===== src/rtl/core/cfr_pkg.sv =====
// shared types, constants and codes for the clock frame replacement block
package cfr_pkg;

	// table geometry
	localparam int NUM_FRAMES = 64;
	localparam int PROC_BITS  = 8;
	localparam int FRAME_W    = $clog2(NUM_FRAMES);

	// configuration port
	localparam int CFG_IDX_W  = 1;
	localparam int CFG_DATA_W = 7;
	localparam logic [CFG_IDX_W-1:0] CFG_REPLACE_MODE  = 1'd0;
	localparam logic [CFG_IDX_W-1:0] CFG_FRAMES_ACTIVE = 1'd1;

	// request kinds
	localparam logic [1:0] KIND_ACCESS  = 2'd0;
	localparam logic [1:0] KIND_FAULT   = 2'd1;
	localparam logic [1:0] KIND_RELEASE = 2'd2;

	// response status codes
	localparam logic [1:0] STATUS_DONE     = 2'd0;
	localparam logic [1:0] STATUS_FREE     = 2'd1;
	localparam logic [1:0] STATUS_REPLACED = 2'd2;
	localparam logic [1:0] STATUS_NO_VICT  = 2'd3;

	typedef struct packed {
		logic [1:0]           kind;
		logic [PROC_BITS-1:0] proc_id;
		logic [FRAME_W-1:0]   frame_no;
		logic                 is_write;
	} req_t;

	typedef struct packed {
		logic [FRAME_W-1:0] granted_frame;
		logic [1:0]         status;
		logic               needs_swap_out;
	} rsp_t;

	// per-frame table entry, meaningful only while the frame is busy
	typedef struct packed {
		logic [PROC_BITS-1:0] owner;
		logic                 used_f;
		logic                 mod_f;
	} entry_t;

	typedef enum logic [2:0] {
		S_IDLE,
		S_ACC_RD,
		S_ACC_WR,
		S_FREE,
		S_SCAN,
		S_REL,
		S_RESP
	} state_t;

	// controller to datapath
	typedef struct packed {
		logic capture;
		logic acc_rd;
		logic acc_wr;
		logic run_free;
		logic run_scan;
		logic run_rel;
		logic load_out;
	} cmd_t;

	// datapath to controller
	typedef struct packed {
		logic free_hit;
		logic free_last;
		logic scan_end;
		logic rel_end;
		logic out_free;
	} sts_t;

endpackage


===== src/rtl/core/cfr_ctrl.sv =====
// controller state machine that sequences access, fault and release transactions
module cfr_ctrl (
	input  logic          clk,
	input  logic          arst_n,
	input  logic          req_valid,
	input  logic [1:0]    req_kind,
	output logic          req_ready,
	input  cfr_pkg::sts_t sts,
	output cfr_pkg::cmd_t cmd
);

	cfr_pkg::state_t state_q;
	cfr_pkg::state_t state_d;

	// state register
	always_ff @(posedge clk or negedge arst_n) begin
		if (!arst_n) begin
			state_q <= cfr_pkg::S_IDLE;
		end else begin
			state_q <= state_d;
		end
	end

	// next state
	always_comb begin
		state_d = state_q;
		case (state_q)
			cfr_pkg::S_IDLE: begin
				if (req_valid) begin
					case (req_kind)
						cfr_pkg::KIND_ACCESS:  state_d = cfr_pkg::S_ACC_RD;
						cfr_pkg::KIND_FAULT:   state_d = cfr_pkg::S_FREE;
						cfr_pkg::KIND_RELEASE: state_d = cfr_pkg::S_REL;
						default:               state_d = cfr_pkg::S_RESP;
					endcase
				end
			end
			cfr_pkg::S_ACC_RD: state_d = cfr_pkg::S_ACC_WR;
			cfr_pkg::S_ACC_WR: state_d = cfr_pkg::S_RESP;
			cfr_pkg::S_FREE: begin
				if (sts.free_hit) begin
					state_d = cfr_pkg::S_RESP;
				end else if (sts.free_last) begin
					state_d = cfr_pkg::S_SCAN;
				end
			end
			cfr_pkg::S_SCAN: begin
				if (sts.scan_end) begin
					state_d = cfr_pkg::S_RESP;
				end
			end
			cfr_pkg::S_REL: begin
				if (sts.rel_end) begin
					state_d = cfr_pkg::S_RESP;
				end
			end
			cfr_pkg::S_RESP: begin
				if (sts.out_free) begin
					state_d = cfr_pkg::S_IDLE;
				end
			end
			default: state_d = cfr_pkg::S_IDLE;
		endcase
	end

	// commands
	always_comb begin
		cmd       = '0;
		req_ready = 1'b0;
		case (state_q)
			cfr_pkg::S_IDLE: begin
				req_ready   = 1'b1;
				cmd.capture = req_valid;
			end
			cfr_pkg::S_ACC_RD: cmd.acc_rd   = 1'b1;
			cfr_pkg::S_ACC_WR: cmd.acc_wr   = 1'b1;
			cfr_pkg::S_FREE:   cmd.run_free = 1'b1;
			cfr_pkg::S_SCAN:   cmd.run_scan = 1'b1;
			cfr_pkg::S_REL:    cmd.run_rel  = 1'b1;
			cfr_pkg::S_RESP:   cmd.load_out = sts.out_free;
			default: begin
				cmd       = '0;
				req_ready = 1'b0;
			end
		endcase
	end

endmodule


===== src/rtl/core/cfr_dp.sv =====
// datapath: frame table, busy bits, clock hand, scan pipeline and response register
module cfr_dp (
	input  logic                          clk,
	input  logic                          arst_n,
	input  cfr_pkg::cmd_t                 cmd,
	output cfr_pkg::sts_t                 sts,
	input  cfr_pkg::req_t                 req,
	input  logic                          replace_mode,
	input  logic [cfr_pkg::FRAME_W-1:0]   last_frame,
	output logic                          rsp_valid,
	input  logic                          rsp_ready,
	output cfr_pkg::rsp_t                 rsp
);

	localparam int FW = cfr_pkg::FRAME_W;

	// frame table memory and busy bits
	cfr_pkg::entry_t                    mem [cfr_pkg::NUM_FRAMES];
	cfr_pkg::entry_t                    rd_q;
	logic [cfr_pkg::NUM_FRAMES-1:0]     busy_q;
	logic [FW-1:0]                      hand_q;

	// transaction and walk registers
	cfr_pkg::req_t                      req_q;
	cfr_pkg::rsp_t                      res_q;
	cfr_pkg::rsp_t                      rsp_q;
	logic                               rsp_valid_q;
	logic [FW-1:0]                      idx_q;
	logic [FW-1:0]                      cnt_q;
	logic [1:0]                         sweep_q;
	logic                               issue_q;

	// evaluation stage
	logic                               valid_s1;
	logic [FW-1:0]                      pos_s1;
	logic [1:0]                         sweep_s1;
	logic                               last_s1;

	// write bypass
	logic                               byp_valid_q;
	logic [FW-1:0]                      byp_addr_q;
	cfr_pkg::entry_t                    byp_data_q;

	logic                               we;
	logic [FW-1:0]                      waddr;
	cfr_pkg::entry_t                    wdata;
	logic [FW-1:0]                      rd_addr;
	cfr_pkg::entry_t                    ent;
	cfr_pkg::entry_t                    fresh;
	logic                               issue;
	logic                               free_hit;
	logic                               free_last;
	logic                               scan_last_issue;
	logic                               rel_last_issue;
	logic [FW-1:0]                      idx_wrap;
	logic [FW-1:0]                      pos_next;
	logic [FW-1:0]                      hand_start;
	logic                               cand;
	logic                               take;
	logic                               clr;
	logic                               eval_scan;
	logic                               victim;
	logic                               scan_end;
	logic                               rel_hit;
	logic                               acc_ok;

	// walk control
	always_comb begin
		issue           = (cmd.run_scan | cmd.run_rel) & issue_q;
		free_hit        = !busy_q[idx_q];
		free_last       = (idx_q == last_frame);
		scan_last_issue = (sweep_q == 2'd3) && (cnt_q == last_frame);
		rel_last_issue  = (idx_q == FW'(cfr_pkg::NUM_FRAMES - 1));
		idx_wrap        = (idx_q == last_frame) ? '0 : idx_q + 1'b1;
		pos_next        = (pos_s1 == last_frame) ? '0 : pos_s1 + 1'b1;
		hand_start      = (hand_q <= last_frame) ? hand_q : '0;
		fresh           = '{owner: req_q.proc_id, used_f: 1'b0, mod_f: 1'b0};
	end

	// victim selection on the evaluated frame
	always_comb begin
		if (byp_valid_q && (byp_addr_q == pos_s1)) begin
			ent = byp_data_q;
		end else begin
			ent = rd_q;
		end
		cand = busy_q[pos_s1] && (ent.owner == req_q.proc_id);
		if (!replace_mode) begin
			take = !ent.used_f;
			clr  = 1'b1;
		end else if (sweep_s1[0]) begin
			take = !ent.used_f && ent.mod_f;
			clr  = 1'b1;
		end else begin
			take = !ent.used_f && !ent.mod_f;
			clr  = 1'b0;
		end
		eval_scan = cmd.run_scan && valid_s1;
		victim    = eval_scan && cand && take;
		scan_end  = victim || (eval_scan && last_s1);
		rel_hit   = cmd.run_rel && valid_s1 && busy_q[pos_s1]
			&& (rd_q.owner == req_q.proc_id);
		acc_ok    = cmd.acc_wr && (req_q.frame_no <= last_frame) && busy_q[req_q.frame_no];
	end

	// table write port
	always_comb begin
		we    = 1'b0;
		waddr = idx_q;
		wdata = fresh;
		if (cmd.run_free && free_hit) begin
			we = 1'b1;
		end else if (eval_scan && cand && (take || clr)) begin
			we    = 1'b1;
			waddr = pos_s1;
			wdata = take ? fresh : '{owner: ent.owner, used_f: 1'b0, mod_f: ent.mod_f};
		end else if (acc_ok) begin
			we    = 1'b1;
			waddr = req_q.frame_no;
			wdata = '{owner: rd_q.owner, used_f: 1'b1, mod_f: rd_q.mod_f | req_q.is_write};
		end
		rd_addr = cmd.acc_rd ? req_q.frame_no : idx_q;
	end

	// frame table memory
	always_ff @(posedge clk) begin
		if (we) begin
			mem[waddr] <= wdata;
		end
		rd_q <= mem[rd_addr];
	end

	// busy bits and clock hand
	always_ff @(posedge clk or negedge arst_n) begin
		if (!arst_n) begin
			busy_q <= '0;
			hand_q <= '0;
		end else begin
			if (cmd.run_free && free_hit) begin
				busy_q[idx_q] <= 1'b1;
			end else if (rel_hit) begin
				busy_q[pos_s1] <= 1'b0;
			end
			if (scan_end) begin
				hand_q <= pos_next;
			end
		end
	end

	// walk and stage control bits
	always_ff @(posedge clk or negedge arst_n) begin
		if (!arst_n) begin
			issue_q     <= 1'b0;
			valid_s1    <= 1'b0;
			byp_valid_q <= 1'b0;
		end else begin
			byp_valid_q <= we;
			if (cmd.capture || (cmd.run_free && !free_hit && free_last)) begin
				issue_q  <= 1'b1;
				valid_s1 <= 1'b0;
			end else if (issue) begin
				valid_s1 <= 1'b1;
				issue_q  <= cmd.run_scan ? !scan_last_issue : !rel_last_issue;
			end else begin
				valid_s1 <= 1'b0;
			end
		end
	end

	// walk payload, stage payload and pending result
	always_ff @(posedge clk) begin
		byp_addr_q <= waddr;
		byp_data_q <= wdata;
		if (cmd.capture) begin
			req_q   <= req;
			res_q   <= '{granted_frame: '0, status: cfr_pkg::STATUS_DONE, needs_swap_out: 1'b0};
			idx_q   <= '0;
			cnt_q   <= '0;
			sweep_q <= '0;
		end
		if (cmd.run_free) begin
			if (free_hit) begin
				res_q <= '{granted_frame: idx_q, status: cfr_pkg::STATUS_FREE,
					needs_swap_out: 1'b0};
			end else if (free_last) begin
				idx_q   <= hand_start;
				cnt_q   <= '0;
				sweep_q <= '0;
			end else begin
				idx_q <= idx_q + 1'b1;
			end
		end
		if (issue) begin
			pos_s1   <= idx_q;
			sweep_s1 <= sweep_q;
			last_s1  <= cmd.run_scan ? scan_last_issue : rel_last_issue;
			if (cmd.run_scan) begin
				idx_q <= idx_wrap;
				if (cnt_q == last_frame) begin
					cnt_q   <= '0;
					sweep_q <= sweep_q + 1'b1;
				end else begin
					cnt_q <= cnt_q + 1'b1;
				end
			end else begin
				idx_q <= idx_q + 1'b1;
			end
		end
		if (victim) begin
			res_q <= '{granted_frame: pos_s1, status: cfr_pkg::STATUS_REPLACED,
				needs_swap_out: ent.mod_f};
		end else if (scan_end) begin
			res_q <= '{granted_frame: '0, status: cfr_pkg::STATUS_NO_VICT,
				needs_swap_out: 1'b0};
		end
	end

	// output register
	always_ff @(posedge clk or negedge arst_n) begin
		if (!arst_n) begin
			rsp_valid_q <= 1'b0;
		end else if (cmd.load_out) begin
			rsp_valid_q <= 1'b1;
		end else if (rsp_ready) begin
			rsp_valid_q <= 1'b0;
		end
	end

	always_ff @(posedge clk) begin
		if (cmd.load_out) begin
			rsp_q <= res_q;
		end
	end

	// status to controller
	always_comb begin
		sts.free_hit  = free_hit;
		sts.free_last = free_last;
		sts.scan_end  = scan_end;
		sts.rel_end   = cmd.run_rel && valid_s1 && last_s1;
		sts.out_free  = !rsp_valid_q || rsp_ready;
	end

	assign rsp_valid = rsp_valid_q;
	assign rsp       = rsp_q;

endmodule


===== src/rtl/core/clock_frame_replacement.sv =====
// top level of the clock frame replacement block: configuration, controller and datapath
// access reads, then writes its entry; unused kind goes to response; release walks all 64 frames
// fault with free frame: search up from frame 0 to the lowest free one; fault with replacement:
// free search of the n active frames, up to four sweeps from the hand, one frame visit per cycle
// through the table read port; next transaction accepted the cycle after the response loads
// reset clears busy bits, clock hand and config (plain clock, 64 frames); table entries are not cleared
module clock_frame_replacement (
	input  logic                              clk,
	input  logic                              arst_n,
	input  logic                              req_valid,
	output logic                              req_ready,
	input  cfr_pkg::req_t                     req,
	output logic                              rsp_valid,
	input  logic                              rsp_ready,
	output cfr_pkg::rsp_t                     rsp,
	input  logic                              cfg_valid,
	output logic                              cfg_ready,
	input  logic [cfr_pkg::CFG_IDX_W-1:0]     cfg_index,
	input  logic [cfr_pkg::CFG_DATA_W-1:0]    cfg_data
);

	logic                               replace_mode_q;
	logic [cfr_pkg::CFG_DATA_W-1:0]     frames_active_q;
	logic [cfr_pkg::CFG_DATA_W-1:0]     frames_cnt;
	logic [cfr_pkg::FRAME_W-1:0]        last_frame;
	cfr_pkg::cmd_t                      cmd;
	cfr_pkg::sts_t                      sts;

	// configuration registers
	assign cfg_ready = 1'b1;

	always_ff @(posedge clk or negedge arst_n) begin
		if (!arst_n) begin
			replace_mode_q  <= 1'b0;
			frames_active_q <= cfr_pkg::CFG_DATA_W'(cfr_pkg::NUM_FRAMES);
		end else if (cfg_valid) begin
			case (cfg_index)
				cfr_pkg::CFG_REPLACE_MODE:  replace_mode_q  <= cfg_data[0];
				cfr_pkg::CFG_FRAMES_ACTIVE: frames_active_q <= cfg_data;
				default: ;
			endcase
		end
	end

	// active frame count clamped to 1..NUM_FRAMES
	always_comb begin
		if (frames_active_q == '0) begin
			frames_cnt = cfr_pkg::CFG_DATA_W'(1);
		end else if (frames_active_q > cfr_pkg::CFG_DATA_W'(cfr_pkg::NUM_FRAMES)) begin
			frames_cnt = cfr_pkg::CFG_DATA_W'(cfr_pkg::NUM_FRAMES);
		end else begin
			frames_cnt = frames_active_q;
		end
		last_frame = cfr_pkg::FRAME_W'(frames_cnt - 1'b1);
	end

	cfr_ctrl u_ctrl (
		.clk       (clk),
		.arst_n    (arst_n),
		.req_valid (req_valid),
		.req_kind  (req.kind),
		.req_ready (req_ready),
		.sts       (sts),
		.cmd       (cmd)
	);

	cfr_dp u_dp (
		.clk          (clk),
		.arst_n       (arst_n),
		.cmd          (cmd),
		.sts          (sts),
		.req          (req),
		.replace_mode (replace_mode_q),
		.last_frame   (last_frame),
		.rsp_valid    (rsp_valid),
		.rsp_ready    (rsp_ready),
		.rsp          (rsp)
	);

	// one transaction in flight: an accepted request closes the request side
	a_single_item: assert property (@(posedge clk) disable iff (!arst_n)
		req_valid && req_ready |=> !req_ready)
		else $error("request accepted while a transaction was in flight");

	// a failed replacement grants nothing and swaps nothing
	a_no_victim_empty: assert property (@(posedge clk) disable iff (!arst_n)
		rsp_valid && (rsp.status == cfr_pkg::STATUS_NO_VICT)
		|-> (rsp.granted_frame == '0) && !rsp.needs_swap_out)
		else $error("no-victim response carries a frame or swap flag");

	// only replacement can require a swap out
	a_swap_only_replaced: assert property (@(posedge clk) disable iff (!arst_n)
		rsp_valid && rsp.needs_swap_out |-> rsp.status == cfr_pkg::STATUS_REPLACED)
		else $error("swap out flagged on a response that replaced nothing");

endmodule


===== config.mk =====
export PLATFORM = sky130hd
export DESIGN_NAME = clock_frame_replacement
export DESIGN_NICKNAME = d
export VERILOG_FILES = /design/src/rtl/core/cfr_pkg.sv /design/src/rtl/core/cfr_ctrl.sv /design/src/rtl/core/cfr_dp.sv /design/src/rtl/core/clock_frame_replacement.sv
export SDC_FILE = /design/constraint.sdc
export NUM_CORES = 1
export LEC_CHECK = 0
export BUFFER_PORTS_ARGS = -buffer_cell sky130_fd_sc_hd__buf_2
export CELL_PAD_IN_SITES_DETAIL_PLACEMENT = 2
export CELL_PAD_IN_SITES_GLOBAL_PLACEMENT = 2
export CORE_ASPECT_RATIO = 1.2
export CORE_MARGIN = 3
export CORE_UTILIZATION = 43
export CTS_BUF_LIST = sky130_fd_sc_hd__clkbuf_8 sky130_fd_sc_hd__clkbuf_16
export CTS_CLUSTER_SIZE = 30
export DETAILED_ROUTE_END_ITERATION = 8
export PLACE_DENSITY = 0.75
export SETUP_SLACK_MARGIN = 0.2
export SYNTH_ARGS = -nofsm -noshare
export SYNTH_HDL_FRONTEND = slang
export SYNTH_HIERARCHICAL = 1
export SYNTH_SLANG_ARGS = --single-unit

===== constraint.sdc =====
create_clock -name clk -period 5.5 [get_ports clk]
set_input_delay 0.275 -clock clk [delete_from_list [all_inputs] [get_ports clk]]
set_output_delay 0.275 -clock clk [all_outputs]
set_load 0.05 [all_outputs]

==> flow_metrics.tcl <==
set metrics [dict create \
    final_util 0.507 \
    placed_area_mm2 0.0370 \
    drv_cap 0 \
    grt_overflow 0 \
    finalClockSkew_ns 0.0448 \
    min_path_type "in -> reg" \
    cts_made_buffers 85 \
    antenna_found_initial 6 \
    async_reset_ff_frac 0.105 \
    place_congestion 0.868 \
    finalInstanceArea_mm2 0.0402 \
    final.period_utilization 0.942 \
    yosysSeqAreaShare 0.676 \
    drc 0 \
    final-hold-violation-count 0 \
    root_buffer "clkbuf_16" \
    synth_top_area_share 0.586 \
    rr_endpoint "u_dp/mem[50][2]" \
    rr_worst_depth 20 \
    rsz0062_at_grt "false" \
    num_io_pins 42 \
    cts_max_level 3 \
    worst-path-max-fanout 10 \
    met3_usage 0.0426 \
    worst_pin_slew_ns 1.27 \
    dr_total_vias 21800 \
    timing.fmax_ghz 0.193 \
    finalSetupTns_ns 0 \
    grt_use_met1 0.371 \
    clkPwrFrac 0.280 \
    status "finished, final reports clean" \
    powerDensity_mw_per_mm2 510 \
    ant_nets 0 \
    report.final.slew_viol_count 0 \
    synthDistinctLibCells 90 \
    syn_inst 2141 \
    areaGrowthSynthToFinish_pct 16.7 \
    yosys.area.top_type "edfxtp_1" \
    yosysWarnings 6 \
    grt_pass1_wl_mm 178 \
    cp-start-kind "flop" \
    fp.dieH_um 316 \
    port_buffers 40 \
    top_usage_layer "met2" \
    synth_most_common_cell "edfxtp_1" \
    dr.pass1.iters 7 \
    period_needed_ns 5.18 \
    critPathArrivalTime_ns 5.52 \
    rows 113 \
    internal-power_w 0.0131 \
    power_switching_w 0.00739 \
    wl_per_cell_um 35.4 \
    total_power_w 0.0205 \
    final.fill_count 7148 \
    fin_nets 2392 \
    seqPwrFrac 0.385 \
    core-area_mm2 0.0793 \
    ys.flop_type "edfxtp_1" \
    clock_latency_ns 0.66 \
    synthTopCellsByArea "edfxtp_1 59%, mux4_2 12%, dfrtp_1 6.1%" \
    clockBufferDepth 3 \
    synth_edf_count 672 \
    setup_viol 0 \
    reg2reg_slack_ns 0.32 \
    ir_drop_mv 0.313 \
    vias_per_cell 6.31 \
    grt_usage 0.293 \
    drt_iter0_markers 2208 \
    die_x_um 264 \
    switching_share 0.361 \
    drt_wl_total_mm 122 \
    grt_pass1_vias 23900 \
    power.leakage_nw 13.9 \
    synth_area_per_cell_um2 16.1 \
    synth.cells.most_frequent "672 x edfxtp_1, 187 x mux4_2, 157 x a21oi_1, 135 x nand2_1, 109 x nor2_1" \
    cp-end-kind "flop" \
    slew_headroom 0.133 \
    dp_hpwl_mm 75.5 \
    start_util 0.434 \
    grt_max_degree 67 \
    dieArea_mm2 0.0835 \
    clkSinkCount 806 \
    path_class "reg -> reg" \
    p_comb_frac 0.334 \
    r2r-start "frames_active_q[6]" \
    startpoint "frames_active_q[6]" \
    cts_tree "done" \
    use_met2 0.511 \
    required_ns 5.84 \
    synth_seq_cells 806 \
    syn_area_mm2 0.0344 \
    clk_pin_slew_worst_paths_ns 0.06 \
    endpoint "u_dp/mem[50][2]" \
    syn_nets 2188 \
    drive_above_1_share 0.263 \
]
==> worst min path at each step <==
stage	start	to	slack (ns)	cells after the start
finish	req[16]	u_ctrl/state_q[2]	0.04	4
global route	req[16]	u_ctrl/state_q[0]	0.08	3
detailed placement	arst_n	frames_active_q[3]	0.18	1
floorplan	arst_n	frames_active_q[0]	-0.02	0
global placement	arst_n	frames_active_q[3]	0.18	1
CTS	req[16]	u_ctrl/state_q[2]	0.008	4
==> flip-flops by register name, indices dropped and copies added, names as in the netlist, 7 cells and up <==
signal	flops
u_dp/busy_q	64
u_dp/fresh	8
u_dp/rsp	9
frames_active_q	7
u_dp/req_q	7
u_dp/rd_q	10
u_dp/mem	640
u_dp/byp_data_q	10
u_dp/res_q	9
==> per-stage QoR <==
step | hold slack, ns | setup slack, ns | std cells
floorplan | -0.0206 | 0.351 | 2141
global placement | 0.182 | 0.384 | 3260
detailed placement | 0.184 | 0.00165 | 3260
CTS | 0.00829 | 0.280 | 3442
global route | 0.0788 | 0.127 | 3450
finish | 0.0428 | 0.317 | 3453
==> cells by family after synthesis <==
| group | count (synthesis) | synth area share |
|---|---|---|
| muxes | 236 | 0.138 |
| DFF | 806 | 0.676 |
| other | 1 | 0.000109 |
| and+or+nand+nor | 467 | 0.0688 |
| xor gates and xnor gates | 49 | 0.0125 |
| buffers and inverters | 168 | 0.0203 |
| adders and majority gates | 17 | 0.00618 |
| AOI/OAI and AO/OA | 397 | 0.0784 |
==> layer usage <==
metal | part of all wire | wire length, um
met1 | 0.39 | 47500
met2 | 0.51 | 62400
met3 | 0.056 | 6880
met4 | 0.045 | 5490
met5 | 0.00011 | 13
==> area by class of cell <==
class | instances | area [um2] | area share
clock inverters | 66 | 497 | 0.0124
multi-input cells | 1167 | 10700 | 0.266
diodes | 4 | 10.0 | 0.000249
clock buffers | 90 | 2210 | 0.0549
flip-flops and latches | 806 | 23300 | 0.579
well taps | 1035 | 1290 | 0.0322
repair buffers | 251 | 2080 | 0.0516
inverters | 34 | 133 | 0.00330
==> critical path, stage by stage, from the launching register on <==
cell and delay, ns:
dfstp_2 0.57, nor2_1 0.10, a32oi_2 0.32, ha_2 0.28, a21oi_1 0.10, a221o_1 0.31
inv_1 0.12, ha_1 0.26, a21o_1 0.19, a2111oi_1 0.40, buf_4 0.18, o22ai_2 0.17
o21ba_4 0.34, and3_1 0.24, a221oi_2 0.07, buf_4 0.18, inv_1 0.13, buf_4 0.21
nand3_4 0.19, nor2_1 0.24, buf_4 0.26
==> timing repair <==
item / CTS / global route
setup buffers: 0 / 7
hold buffers: 26 / 0
setup endpoints to repair: 175 / 463
resized for setup: 12 / 18
endpoints found under the hold margin: 44 / 0
pin swaps: 0 / 3
==> cell usage in the layout (no fill, tap or decap), types with 20 or more instances in the layout <==
master	count
dfxtp_1	47
edfxtp_1	672
dlygate4sd3_1	26
xor2_1	20
nor2_1	99
dfrtp_1	84
o21ai_0	26
nand2_1	135
buf_2	39
xnor2_1	29
a31oi_1	25
mux4_2	187
clkbuf_16	86
nor3_1	20
a311oi_1	21
and2_1	52
inv_1	41
buf_4	166
a21oi_1	157
nand3_1	30
a211oi_1	57
==> power groups by stage <==
stage	Combinational (W)	Clock [W]	Sequential (W)
6_report	0.00685	0.00575	0.00790
5_1_grt	0.00722	0.00606	0.00793
3_5_place_dp	0.00662	0	0.00800
4_1_cts	0.00681	0.00586	0.00789
2_1_floorplan	0.00397	0	0.00786
3_3_place_gp	0.00626	0	0.00796
Note: power is estimated with default switching activity, not from simulation.
